--- config.mk ---
export PLATFORM = sky130hd
export DESIGN_NAME = aid_hotspot_mutation_scan
export DESIGN_NICKNAME = d
export VERILOG_FILES = /design/src/rtl/core/ahms_pkg.sv /design/src/rtl/core/aid_hotspot_mutation_scan.sv /design/src/rtl/core/ahms_scan.sv /design/src/rtl/core/ahms_div.sv
export SDC_FILE = /design/constraint.sdc
export NUM_CORES = 1
export LEC_CHECK = 0
export ABC_AREA = 0
export BUFFER_PORTS_ARGS = -buffer_cell sky130_fd_sc_hd__buf_2
export CAP_MARGIN = 20
export CORE_MARGIN = 3
export CORE_UTILIZATION = 50
export DETAILED_ROUTE_END_ITERATION = 10
export PLACE_DENSITY_LB_ADDON = 0.25
export SYNTH_ARGS = -nofsm -noshare
export SYNTH_HDL_FRONTEND = slang
export SYNTH_HIERARCHICAL = 1
export SYNTH_SLANG_ARGS = --single-unit
--- constraint.sdc ---
create_clock -name i_clk -period 3.1 [get_ports i_clk]
set_input_delay 0.155 -clock i_clk [delete_from_list [all_inputs] [get_ports i_clk]]
set_output_delay 0.155 -clock i_clk [all_outputs]
set_load 0.02 [all_outputs]
--- src/rtl/core/ahms_pkg.sv ---
package ahms_pkg;

    localparam int unsigned MAX_READ_LEN = 65536;
    localparam int POS_W = $clog2(MAX_READ_LEN + 1);

    localparam int BASE_W = 8;
    localparam int CNT_W  = 16;
    localparam int POS_OUT_W = 16;
    localparam int FRAC_W = 16;
    localparam int CONF_W = FRAC_W + 1;
    localparam int DIV_STEP_W = $clog2(CONF_W + 1);

    localparam logic [POS_W-1:0] POS_MAX = POS_W'(MAX_READ_LEN);
    localparam logic [POS_W-1:0] POS_FIRST_EVT = POS_W'(2);

    localparam logic [CNT_W-1:0] CNT_MAX = '1;
    localparam logic [CNT_W-1:0] MIN_EVENTS_RST = CNT_W'(3);

    localparam logic [BASE_W-1:0] CH_A = 8'h41;
    localparam logic [BASE_W-1:0] CH_C = 8'h43;
    localparam logic [BASE_W-1:0] CH_G = 8'h47;
    localparam logic [BASE_W-1:0] CH_T = 8'h54;
    localparam logic [BASE_W-1:0] CH_U = 8'h55;
    localparam logic [BASE_W-1:0] CH_LOW_A = 8'h61;
    localparam logic [BASE_W-1:0] CH_LOW_Z = 8'h7A;
    localparam logic [BASE_W-1:0] CASE_DELTA = 8'h20;

    localparam logic KIND_EVENT   = 1'b0;
    localparam logic KIND_SUMMARY = 1'b1;

    typedef enum logic [1:0] {
        ST_IDLE,
        ST_EVAL,
        ST_DIV,
        ST_SUM
    } t_state;

    typedef struct packed {
        logic                 hit;
        logic                 over;
        logic [POS_OUT_W-1:0] pos;
        logic [CNT_W-1:0]     events;
        logic [CNT_W-1:0]     hotspots;
    } t_scan_info;

    function automatic logic [BASE_W-1:0] fold_case(input logic [BASE_W-1:0] c);
        if (c >= CH_LOW_A && c <= CH_LOW_Z) begin
            return c - CASE_DELTA;
        end
        return c;
    endfunction

    function automatic logic is_weak(input logic [BASE_W-1:0] c);
        return (c == CH_A) || (c == CH_T) || (c == CH_U);
    endfunction

    function automatic logic is_purine(input logic [BASE_W-1:0] c);
        return (c == CH_A) || (c == CH_G);
    endfunction

endpackage

--- src/rtl/core/aid_hotspot_mutation_scan.sv ---
// Streams one aligned base pair per request. A C-to-T/U event at position 2 or
// later gives an event result (kind 0) with its position; the request flagged
// final_base also gives a summary (kind 1), after any event of that base, and
// the read state is then cleared. Non-final bases are taken one per cycle while
// the result side keeps up. After the final base the input is held off through the
// evaluate and summary-load states on a negative call, and on a positive call
// also while the restoring subtract/compare divider forms the 17-bit Q1.16
// confidence; a stalled result side holds it off longer. The user must write
// min_events through i_cfg_wr_en/i_cfg_wr_data only while the block is idle;
// the block itself does not enforce it.
module aid_hotspot_mutation_scan
    import ahms_pkg::*;
(
    input  logic                 i_clk,
    input  logic                 i_rst_n,
    input  logic                 i_cfg_wr_en,
    input  logic [CNT_W-1:0]     i_cfg_wr_data,
    input  logic                 i_valid,
    output logic                 o_ready,
    input  logic [BASE_W-1:0]    i_anchor_base,
    input  logic [BASE_W-1:0]    i_read_base,
    input  logic                 i_is_switch_anchor,
    input  logic                 i_lengths_match,
    input  logic                 i_final_base,
    output logic                 o_valid,
    input  logic                 i_ready,
    output logic                 o_kind,
    output logic [POS_OUT_W-1:0] o_position,
    output logic                 o_detected,
    output logic [CNT_W-1:0]     o_event_count,
    output logic [CNT_W-1:0]     o_hotspot_count,
    output logic [CONF_W-1:0]    o_confidence,
    output logic                 o_length_error,
    output logic                 o_end_of_run
);

    t_state r_state;
    t_state n_state;

    logic [CNT_W-1:0] r_min_events;
    logic             r_gate;
    logic             r_over;
    logic             r_det;

    logic                 r_out_valid;
    logic                 r_kind;
    logic [POS_OUT_W-1:0] r_position;
    logic                 r_detected;
    logic [CNT_W-1:0]     r_event_count;
    logic [CNT_W-1:0]     r_hotspot_count;
    logic [CONF_W-1:0]    r_confidence;
    logic                 r_length_error;
    logic                 r_end_of_run;

    t_scan_info        w_info;
    logic              w_gate;
    logic              w_out_free;
    logic              w_ready;
    logic              w_take;
    logic              w_load_evt;
    logic              w_load_sum;
    logic              w_div_start;
    logic              w_det;
    logic              w_div_busy;
    logic [CONF_W-1:0] w_quotient;

    assign w_gate     = i_is_switch_anchor && i_lengths_match;
    assign w_out_free = !r_out_valid || i_ready;
    assign w_take     = i_valid && w_ready;
    assign w_load_evt = w_take && w_info.hit;

    assign w_det = r_gate && (w_info.events != '0) && (w_info.events >= r_min_events) &&
                   ({w_info.hotspots, 1'b0} >= {1'b0, w_info.events});

    ahms_scan u_scan (
        .i_clk         (i_clk),
        .i_rst_n       (i_rst_n),
        .i_take        (w_take),
        .i_clear       (w_load_sum),
        .i_gate        (w_gate),
        .i_anchor_base (i_anchor_base),
        .i_read_base   (i_read_base),
        .o_info        (w_info)
    );

    ahms_div u_div (
        .i_clk      (i_clk),
        .i_rst_n    (i_rst_n),
        .i_start    (w_div_start),
        .i_dividend (w_info.hotspots),
        .i_divisor  (w_info.events),
        .o_busy     (w_div_busy),
        .o_quotient (w_quotient)
    );

    always_comb begin
        n_state = r_state;
        case (r_state)
            ST_IDLE: begin
                if (w_take && i_final_base) begin
                    n_state = ST_EVAL;
                end
            end
            ST_EVAL: begin
                n_state = w_det ? ST_DIV : ST_SUM;
            end
            ST_DIV: begin
                if (!w_div_busy) begin
                    n_state = ST_SUM;
                end
            end
            ST_SUM: begin
                if (w_out_free) begin
                    n_state = ST_IDLE;
                end
            end
            default: begin
                n_state = ST_IDLE;
            end
        endcase
    end

    always_comb begin
        w_ready     = 1'b0;
        w_div_start = 1'b0;
        w_load_sum  = 1'b0;
        case (r_state)
            ST_IDLE: begin
                w_ready = w_out_free;
            end
            ST_EVAL: begin
                w_div_start = w_det;
            end
            ST_DIV: begin
            end
            ST_SUM: begin
                w_load_sum = w_out_free;
            end
            default: begin
            end
        endcase
    end

    always_ff @(posedge i_clk) begin
        if (!i_rst_n) begin
            r_state      <= ST_IDLE;
            r_min_events <= MIN_EVENTS_RST;
        end else begin
            r_state <= n_state;
            if (i_cfg_wr_en) begin
                r_min_events <= i_cfg_wr_data;
            end
        end
    end

    always_ff @(posedge i_clk) begin
        if (w_take && i_final_base) begin
            r_gate <= w_gate;
            r_over <= w_info.over;
        end
        if (r_state == ST_EVAL) begin
            r_det <= w_det;
        end
    end

    always_ff @(posedge i_clk) begin
        if (!i_rst_n) begin
            r_out_valid <= 1'b0;
        end else if (w_load_evt || w_load_sum) begin
            r_out_valid <= 1'b1;
        end else if (i_ready) begin
            r_out_valid <= 1'b0;
        end
    end

    always_ff @(posedge i_clk) begin
        if (w_load_evt) begin
            r_kind          <= KIND_EVENT;
            r_position      <= w_info.pos;
            r_detected      <= 1'b0;
            r_event_count   <= '0;
            r_hotspot_count <= '0;
            r_confidence    <= '0;
            r_length_error  <= 1'b0;
            r_end_of_run    <= !i_final_base;
        end else if (w_load_sum) begin
            r_kind          <= KIND_SUMMARY;
            r_position      <= '0;
            r_detected      <= r_det;
            r_event_count   <= r_gate ? w_info.events : '0;
            r_hotspot_count <= r_gate ? w_info.hotspots : '0;
            r_confidence    <= r_det ? w_quotient : '0;
            r_length_error  <= r_gate && r_over;
            r_end_of_run    <= 1'b1;
        end
    end

    assign o_ready         = w_ready;
    assign o_valid         = r_out_valid;
    assign o_kind          = r_kind;
    assign o_position      = r_position;
    assign o_detected      = r_detected;
    assign o_event_count   = r_event_count;
    assign o_hotspot_count = r_hotspot_count;
    assign o_confidence    = r_confidence;
    assign o_length_error  = r_length_error;
    assign o_end_of_run    = r_end_of_run;

    a_det_conf: assert property (@(posedge i_clk) disable iff (!i_rst_n)
        r_out_valid && (r_kind == KIND_SUMMARY) && r_detected |->
            (r_event_count != '0) && (r_confidence >= CONF_W'(1 << (FRAC_W - 1))) &&
            (r_confidence <= CONF_W'(1 << FRAC_W)))
        else $error("positive call with bad confidence");

    a_evt_before_sum: assert property (@(posedge i_clk) disable iff (!i_rst_n)
        r_out_valid && (r_kind == KIND_EVENT) && !r_end_of_run |-> r_state != ST_IDLE)
        else $error("summary missing after final event");

    a_no_take_busy: assert property (@(posedge i_clk) disable iff (!i_rst_n)
        w_div_busy |-> !w_ready)
        else $error("request taken during divide");

endmodule

--- src/rtl/core/ahms_scan.sv ---
module ahms_scan
    import ahms_pkg::*;
(
    input  logic              i_clk,
    input  logic              i_rst_n,
    input  logic              i_take,
    input  logic              i_clear,
    input  logic              i_gate,
    input  logic [BASE_W-1:0] i_anchor_base,
    input  logic [BASE_W-1:0] i_read_base,
    output t_scan_info        o_info
);

    logic [POS_W-1:0]  r_pos;
    logic [POS_W-1:0]  n_pos;
    logic [BASE_W-1:0] r_prev0;
    logic [BASE_W-1:0] r_prev1;
    logic [CNT_W-1:0]  r_events;
    logic [CNT_W-1:0]  n_events;
    logic [CNT_W-1:0]  r_hots;
    logic [CNT_W-1:0]  n_hots;
    logic [BASE_W-1:0] w_a;
    logic [BASE_W-1:0] w_b;
    logic              w_hit;
    logic              w_hot;

    assign w_a = fold_case(i_anchor_base);
    assign w_b = fold_case(i_read_base);

    assign w_hit = i_gate && (r_pos >= POS_FIRST_EVT) && (r_pos < POS_MAX) &&
                   (w_a == CH_C) && ((w_b == CH_T) || (w_b == CH_U)) &&
                   (r_events != CNT_MAX);
    assign w_hot = is_weak(r_prev1) && is_purine(r_prev0);

    always_comb begin
        n_pos    = (r_pos != POS_MAX) ? r_pos + POS_W'(1) : r_pos;
        n_events = w_hit ? r_events + CNT_W'(1) : r_events;
        n_hots   = (w_hit && w_hot) ? r_hots + CNT_W'(1) : r_hots;
    end

    always_ff @(posedge i_clk) begin
        if (!i_rst_n || i_clear) begin
            r_pos    <= '0;
            r_prev0  <= '0;
            r_prev1  <= '0;
            r_events <= '0;
            r_hots   <= '0;
        end else if (i_take) begin
            r_pos    <= n_pos;
            r_prev0  <= w_a;
            r_prev1  <= r_prev0;
            r_events <= n_events;
            r_hots   <= n_hots;
        end
    end

    assign o_info.hit      = w_hit;
    assign o_info.over     = (r_pos >= POS_MAX);
    assign o_info.pos      = POS_OUT_W'(r_pos);
    assign o_info.events   = r_events;
    assign o_info.hotspots = r_hots;

    a_hot_le_events: assert property (@(posedge i_clk) disable iff (!i_rst_n)
        r_hots <= r_events)
        else $error("hotspot count exceeds event count");

endmodule

--- src/rtl/core/ahms_div.sv ---
module ahms_div
    import ahms_pkg::*;
(
    input  logic              i_clk,
    input  logic              i_rst_n,
    input  logic              i_start,
    input  logic [CNT_W-1:0]  i_dividend,
    input  logic [CNT_W-1:0]  i_divisor,
    output logic              o_busy,
    output logic [CONF_W-1:0] o_quotient
);

    logic                  r_busy;
    logic [DIV_STEP_W-1:0] r_cnt;
    logic [CNT_W:0]        r_rem;
    logic [CONF_W-1:0]     r_quo;
    logic [CNT_W-1:0]      r_div;
    logic                  w_ge;
    logic [CNT_W:0]        w_diff;
    logic [CNT_W-1:0]      w_left;

    // restoring divide of {dividend, FRAC_W zeros}; dividend <= divisor
    assign w_ge   = (r_rem >= {1'b0, r_div});
    assign w_diff = r_rem - {1'b0, r_div};
    assign w_left = w_ge ? w_diff[CNT_W-1:0] : r_rem[CNT_W-1:0];

    always_ff @(posedge i_clk) begin
        if (!i_rst_n) begin
            r_busy <= 1'b0;
            r_cnt  <= '0;
        end else if (i_start) begin
            r_busy <= 1'b1;
            r_cnt  <= DIV_STEP_W'(CONF_W);
        end else if (r_busy) begin
            r_cnt  <= r_cnt - DIV_STEP_W'(1);
            r_busy <= (r_cnt != DIV_STEP_W'(1));
        end
    end

    always_ff @(posedge i_clk) begin
        if (i_start) begin
            r_rem <= {1'b0, i_dividend};
            r_div <= i_divisor;
            r_quo <= '0;
        end else if (r_busy) begin
            r_rem <= {w_left, 1'b0};
            r_quo <= {r_quo[CONF_W-2:0], w_ge};
        end
    end

    assign o_busy     = r_busy;
    assign o_quotient = r_quo;

    a_div_len: assert property (@(posedge i_clk) disable iff (!i_rst_n)
        $rose(r_busy) |-> ##(CONF_W-1) r_busy ##1 !r_busy)
        else $error("divide length wrong");

endmodule
# Yosys cells after proc, flatten, opt, wreduce, memory -nomap -nowiden
# Cells that the tools add are included.
[totals]
register_bits = 212
elab_cells = 128
[classes]
n_addsub = 7
n_lt_le_gt_ge = 10
eq_ne = 17
muxes = 30
bitwise_logic = 1
n_reduce_logical = 37
[op_table]
columns = ["op", "n"]
rows = [
  ["16-bit two-way mux", 7],
  ["8-bit by 7-bit equality test with 1-bit output, second input constant", 8],
  ["17-bit by 16-bit >= comparator with 1-bit output", 2],
  ["16-bit by 1-bit adder with 16-bit output, second input constant", 2],
  ["8-bit two-way mux", 4],
  ["17-bit by 1-bit adder with 17-bit output, second input constant", 1],
  ["17-bit >= comparator, second input constant", 1],
  ["17-bit by 2-bit >= comparator with 1-bit output, second input constant", 1],
  ["1-bit logical AND", 17],
  ["17-bit < comparator, second input constant", 1],
  ["17-bit two-way mux", 1],
  ["17-bit inequality test, second input constant", 1],
  ["16-bit >= comparator", 1],
  ["8-bit by 7-bit >= comparator with 1-bit output, second input constant", 2],
  ["8-bit by 7-bit less-or-equal comparator with 1-bit output, second input constant", 2],
  ["16-bit inequality test, second input constant", 1],
  ["16-bit nonzero test", 1],
  ["16-bit subtractor", 1],
  ["8-bit by 6-bit subtractor with 8-bit output, second input constant", 2],
  ["1-bit two-way mux", 12],
  ["5-bit two-way mux", 2],
  ["2-bit case mux with 4 select lines", 1],
  ["1-bit logical OR", 7],
  ["2-bit two-way mux", 3],
  ["other kinds (12)", 21],
]

# Depth between registers and ports, before layout
[depth]
word_depth = 11
mapped_depth = 12
depth_no_buf = 11

# Cells and area by module
# Netlist, hierarchy kept.
[by_module_without_submodules]
columns = ["mod", "instances", "cells_per_inst", "area_per_inst_um2", "seq_area_each_um2"]
rows = [
  ["aid_hotspot_mutation_scan", 1, 466, 4443.0, 2021.9],
  ["ahms_scan", 1, 448, 3688.5, 1301.2],
  ["ahms_div", 1, 308, 3104.2, 1441.4],
]

# Worst setup path after synthesis
# No wires, ideal clock.
[synth_path]
path_type = "input to register"
from = "input port i_anchor_base[5]"
to = "register r_end_of_run (netlist: o_end_of_run) (enable)"
setup_ns = 0.374
t_arrival_ns = 2.804
t_required_ns = 2.726
path_slack_ns = -0.078
stages = 11
path_buffers = 3
cell_sequence = "inv_1 ha_1 or3b_1 and2_1 nor4_2 clkbuf_1 and3_1 buf_4 and2_1 buf_6 or2_1"
[synth_via]
elab_chain_cells = 10
[synth_rtl]
columns = ["element", "line", "rtl"]
rows = [
  ["start, declared", "aid_hotspot_mutation_scan.sv:20", "input logic [BASE_W-1:0] i_anchor_base,"],
  ["8-bit by 7-bit >= comparator with 1-bit output / 8-bit by 7-bit less-or-equal comparator with 1-bit output (equally long branches)", "ahms_pkg.sv:47", "if (c >= CH_LOW_A && c <= CH_LOW_Z) begin"],
  ["1-bit logical AND", "ahms_pkg.sv:47", ""],
  ["1-bit two-way mux", "ahms_pkg.sv:47", ""],
  ["8-bit two-way mux (*)", "ahms_pkg.sv:50", "return c;"],
  ["8-bit by 7-bit equality test with 1-bit output (*)", "ahms_scan.sv:31", "(w_a == CH_C) && ((w_b == CH_T) || (w_b == CH_U)) &&"],
  ["1-bit logical AND (*)", "ahms_scan.sv:30", "assign w_hit = i_gate && (r_pos >= POS_FIRST_EVT) && (r_pos < POS_MAX) &&"],
  ["1-bit logical AND (*) (2 in a row)", "ahms_scan.sv:31", ""],
  ["named net u_scan.w_hit", "ahms_scan.sv:24", "logic w_hit;"],
  ["1-bit logical AND (*)", "aid_hotspot_mutation_scan.sv:70", "assign w_load_evt = w_take && w_info.hit;"],
  ["2-bit nonzero test (no line) (*)", "--", ""],
  ["end signal, assigned", "aid_hotspot_mutation_scan.sv:185", "r_end_of_run <= !i_final_base;"],
  ["end, declared", "aid_hotspot_mutation_scan.sv:53", "logic r_end_of_run;"],
]
# Mark *: on every way through the listed nets, which the timed path passes. The rest lies on a longest branch. The select of a mux whose other input is x is not followed.
# A chain may end at the register's enable or synchronous reset.

# Worst setup path after layout
[layout_path]
from = "register r_state[0]"
to = "register u_scan.r_events[5]"
[layout_via]
elab_chain_cells = 4
[layout_rtl]
columns = ["element", "line", "rtl"]
rows = [
  ["start, declared", "aid_hotspot_mutation_scan.sv:37", "t_state r_state;"],
  ["start signal, assigned", "aid_hotspot_mutation_scan.sv:149", "r_state <= n_state;"],
  ["2-bit logical NOT", "aid_hotspot_mutation_scan.sv:127", "case (r_state)"],
  ["1-bit two-way mux", "aid_hotspot_mutation_scan.sv:127", ""],
  ["1-bit logical AND", "aid_hotspot_mutation_scan.sv:69", "assign w_take = i_valid && w_ready;"],
  ["2-bit AND reduction (no line)", "--", ""],
  ["end signal, assigned", "ahms_scan.sv:52", "r_events <= n_events;"],
  ["end, declared", "ahms_scan.sv:18", "logic [CNT_W-1:0] r_events;"],
]
# Parallel ways exist; a longest one is shown, timed or not.

==> results_dict.tcl <==
set metrics [dict create \
    cts_tree "yes" \
    cts_max_path_buffers 3 \
    start_util 0.512 \
    drive_above_1_share 0.209 \
    die_w_um 156 \
    cts-root-buf "clkbuf_16" \
    synth_nets 1322 \
    critPathCaptureType "flop" \
    viasPerCell 5.73 \
    grt_overflow 0 \
    stdcell_count 1649 \
    h-tree-depth 1 \
    antenna_found_initial 0 \
    min_period_over_period 0.931 \
    path_class "flop to flop" \
    outcome "finished, final reports clean" \
    peakVddDrop_mv 0.468 \
    fillCellCount 1868 \
    portBuffers 109 \
    period_minus_slack_ns 2.89 \
    path_clk_slew_ns 0.06 \
    hold_viol 0 \
    synth_warnings 6 \
    fin_util 0.602 \
    synth_compound_area_frac 0.147 \
    track_usage 0.232 \
    tns_ns 0 \
    numClockSinks 212 \
    synthMuxAreaShare 0.0580 \
    yosys.area_share.simple 0.218 \
    row_count 54 \
    drc 0 \
    relSlewSlack 0.388 \
    die-area_um2 24300 \
    rsz0062_at_grt "no" \
    fmax_ghz 0.346 \
    powerDensity_nw_per_um2 525 \
    worst_r2r_path_depth 8 \
    drv_cap 0 \
    power_leakage_nw 5.37 \
    min_path_cells 2 \
    drv_slew 0 \
    synth_cells 1222 \
    synthXorXnorAreaFrac 0.0187 \
    arrival_ns 3.33 \
    die_h_um 156 \
    synth_area_per_cell_um2 9.19 \
    r2r_slack_ns 0.21 \
    grt_max_degree 55 \
    total_power_mw 6.94 \
    routed_wl_um 28300 \
    synth_area_um2 11200 \
    synth_cell_types 74 \
    drt_iter0_drc 672 \
    worstMarginPinSlew_ns 0.918 \
    synth.yosys.seq_area_share 0.424 \
    dr.pass1.iters 5 \
    hpwl_um 19500 \
    synth-async-reset-ratio 0 \
    ys_ff_latch 212 \
    clock_latency_ns 0.53 \
    worstHoldStart "i_rst_n" \
    r2r_end "u_scan/r_events[5]$_SDFFE_PP0P_" \
    cp_max_fo 8 \
    core_area_um2 22000 \
    routedWlPerCell_um 17.1 \
    synth_fa_ha_area_frac 0.0675 \
    cp-start-kind "flop" \
    grt_pass1_vias 9130 \
    vias 9457 \
    synth_edf_count 52 \
    synth_ff_type "dfxtp_1" \
    antenna_cells 0 \
    area_growth_pct 17.7 \
    grt_pass1_wl_um 46300 \
    rr_startpoint "r_state[0]$_SDFFE_PN0P_" \
    min_to "r_min_events[1]$_SDFFE_PN1P_" \
    synth_top_family_by_area "simple AND/OR/NAND/NOR gates" \
    nets 1451 \
    gp_congestion 0.931 \
    setup_viol 0 \
    fin_skew_ns 0.0256 \
    worst-endpoint-required_ns 3.55 \
    placed_cells 1578 \
    numCtsBuffers 24 \
    io_pins 111 \
    antenna_left 0 \
    min_path_type "input port to flop" \
]
## worst max path at each step
stage,start,end,slack (ns),cells after the start
detailed placement,u_div/r_rem[0]$_SDFFCE_PN0P_,u_div/r_rem[15]$_DFFE_PP_,0.20,11
global route,u_scan/r_events[11]$_SDFFE_PP0P_,u_div/r_rem[10]$_DFFE_PP_,0.02,9
global placement,u_div/r_rem[0]$_SDFFCE_PN0P_,u_div/r_rem[15]$_DFFE_PP_,0.26,11
CTS,u_div/r_rem[0]$_SDFFCE_PN0P_,u_div/r_rem[15]$_DFFE_PP_,0.19,11
floorplan,u_scan/r_events[7]$_SDFFE_PP0P_,u_div/r_rem[0]$_SDFFCE_PN0P_,0.07,10
finish,r_state[0]$_SDFFE_PN0P_,u_scan/r_events[5]$_SDFFE_PP0P_,0.21,8
## worst max-delay path, stage by stage, from the launching register on
cell and delay, ns:
dfxtp_1 0.34, inv_1 0.12, ha_1 0.24, and3_1 0.34, nand3b_1 0.20, a211oi_1 0.24
or4b_1 0.62, or4_1 0.54, a21oi_1 0.15
## per-stage QoR
| step | worst slack (ns) | hold WS [ns] | area (um2) |
|---|---|---|---|
| finish | 0.214 | 0.0443 | 13200 |
| floorplan | 0.0681 | 0.283 | 11200 |
| detailed placement | 0.201 | 0.395 | 12100 |
| global placement | 0.264 | 0.394 | 12100 |
| global route | 0.0206 | 0.0581 | 13200 |
| CTS | 0.186 | 0.0343 | 13200 |
## cells in the final DEF, fill, tap and decap left out, types with 5 or more instances in the layout
cell | Yosys | final
a21oi_2 | 50 | 50
ha_1 | 59 | 59
edfxtp_1 | 52 | 52
clkbuf_8 | 0 | 7
nand3_1 | 81 | 81
nor2b_1 | 21 | 20
a21oi_1 | 56 | 56
o211ai_1 | 6 | 6
nor2_1 | 71 | 71
or3_1 | 8 | 8
a41o_1 | 6 | 6
mux2i_1 | 64 | 64
a21o_1 | 7 | 7
and3_1 | 22 | 22
o21ai_0 | 29 | 29
a31oi_1 | 10 | 10
or2_2 | 5 | 6
and4_1 | 9 | 9
xnor2_1 | 13 | 13
xor2_1 | 11 | 11
dlygate4sd3_1 | 0 | 27
nor4_1 | 16 | 16
o311ai_0 | 11 | 11
nand4_1 | 29 | 29
dfxtp_1 | 160 | 160
nor3_1 | 15 | 15
nand2b_1 | 18 | 18
and2_1 | 12 | 10
buf_2 | 8 | 109
o31ai_1 | 9 | 9
clkbuf_16 | 0 | 24
nand2_1 | 128 | 127
buf_4 | 17 | 53
or4_1 | 16 | 16
inv_1 | 74 | 74
clkinv_2 | 0 | 5
## synth_stat cells, types with 10 or more instances
cell	instances	area (um2)
or4_1	16	120
a21oi_2	50	438
nand4_1	29	181
xnor2_1	13	114
a21oi_1	56	280
mux2i_1	64	641
nor4_1	16	100
edfxtp_1	52	1560
nand2b_1	18	113
ha_1	59	738
nor3_1	15	75.1
o311ai_0	11	96.3
and3_1	22	138
buf_4	17	128
o21ai_0	29	145
a31oi_1	10	62.6
and2_1	12	75.1
nor2_1	71	267
nand3_1	81	405
inv_1	74	278
nand2_1	128	480
nor2b_1	21	131
xor2_1	11	96.3
dfxtp_1	160	3200
clkbuf_1	48	180
## per-layer routing
metal / global-route usage / up-vias / wire (um)
li1: - / 4651 / -
met1: 0.300 / 4456 / 12200
met2: 0.411 / 299 / 13800
met3: 0.0302 / 51 / 1610
met4: 0.0606 / 0 / 677
met5: 0 / - / 0
## final cells by class
type	count	area [um2]	area share
flip-flops and latches	212	4760	0.360
clock buffers	32	701	0.0530
well taps	280	350	0.0265
clock inverters	12	110	0.00832
inverters	75	282	0.0213
multi-input cells	846	5750	0.434
repair buffers	192	1270	0.0963
## flip-flops by register name, indices dropped and copies added, names as in the netlist, 8 cells and up
| register | count |
|---|---|
| u_scan/r_prev1 | 8 |
| u_scan/r_hots | 16 |
| u_div/r_rem | 17 |
| u_scan/r_pos | 17 |
| u_div/r_div | 16 |
| o_position | 16 |
| o_confidence | 17 |
| u_scan/r_prev0 | 8 |
| u_div/o_quotient | 17 |
| u_scan/r_events | 16 |
| o_hotspot_count | 16 |
| o_event_count | 16 |
| r_min_events | 16 |
## repair_timing
| action | 4_1_cts | 5_1_grt |
|---|---|---|
| resized for setup | 0 | 1 |
| setup buffers | 0 | 0 |
| setup endpoints to repair | 0 | 1 |
| hold endpoints to repair | 25 | 0 |
| hold buffers | 27 | 0 |
## cell families after synthesis
kind of cell | count (synthesis)
adders and majority gates | 60
AOI/OAI and AO/OA | 225
muxes | 65
DFF | 212
xor gates and xnor gates | 24
and+or+nand+nor | 472
buffers and inverters | 164
## power by group
part / total, mW / switching [mW] / internal, mW
Clock: 2.86 / 1.18 / 1.68
Sequential: 3.07 / 0.106 / 2.96
Combinational: 1.02 / 0.648 / 0.368
Power figures use the tool's default switching activity.
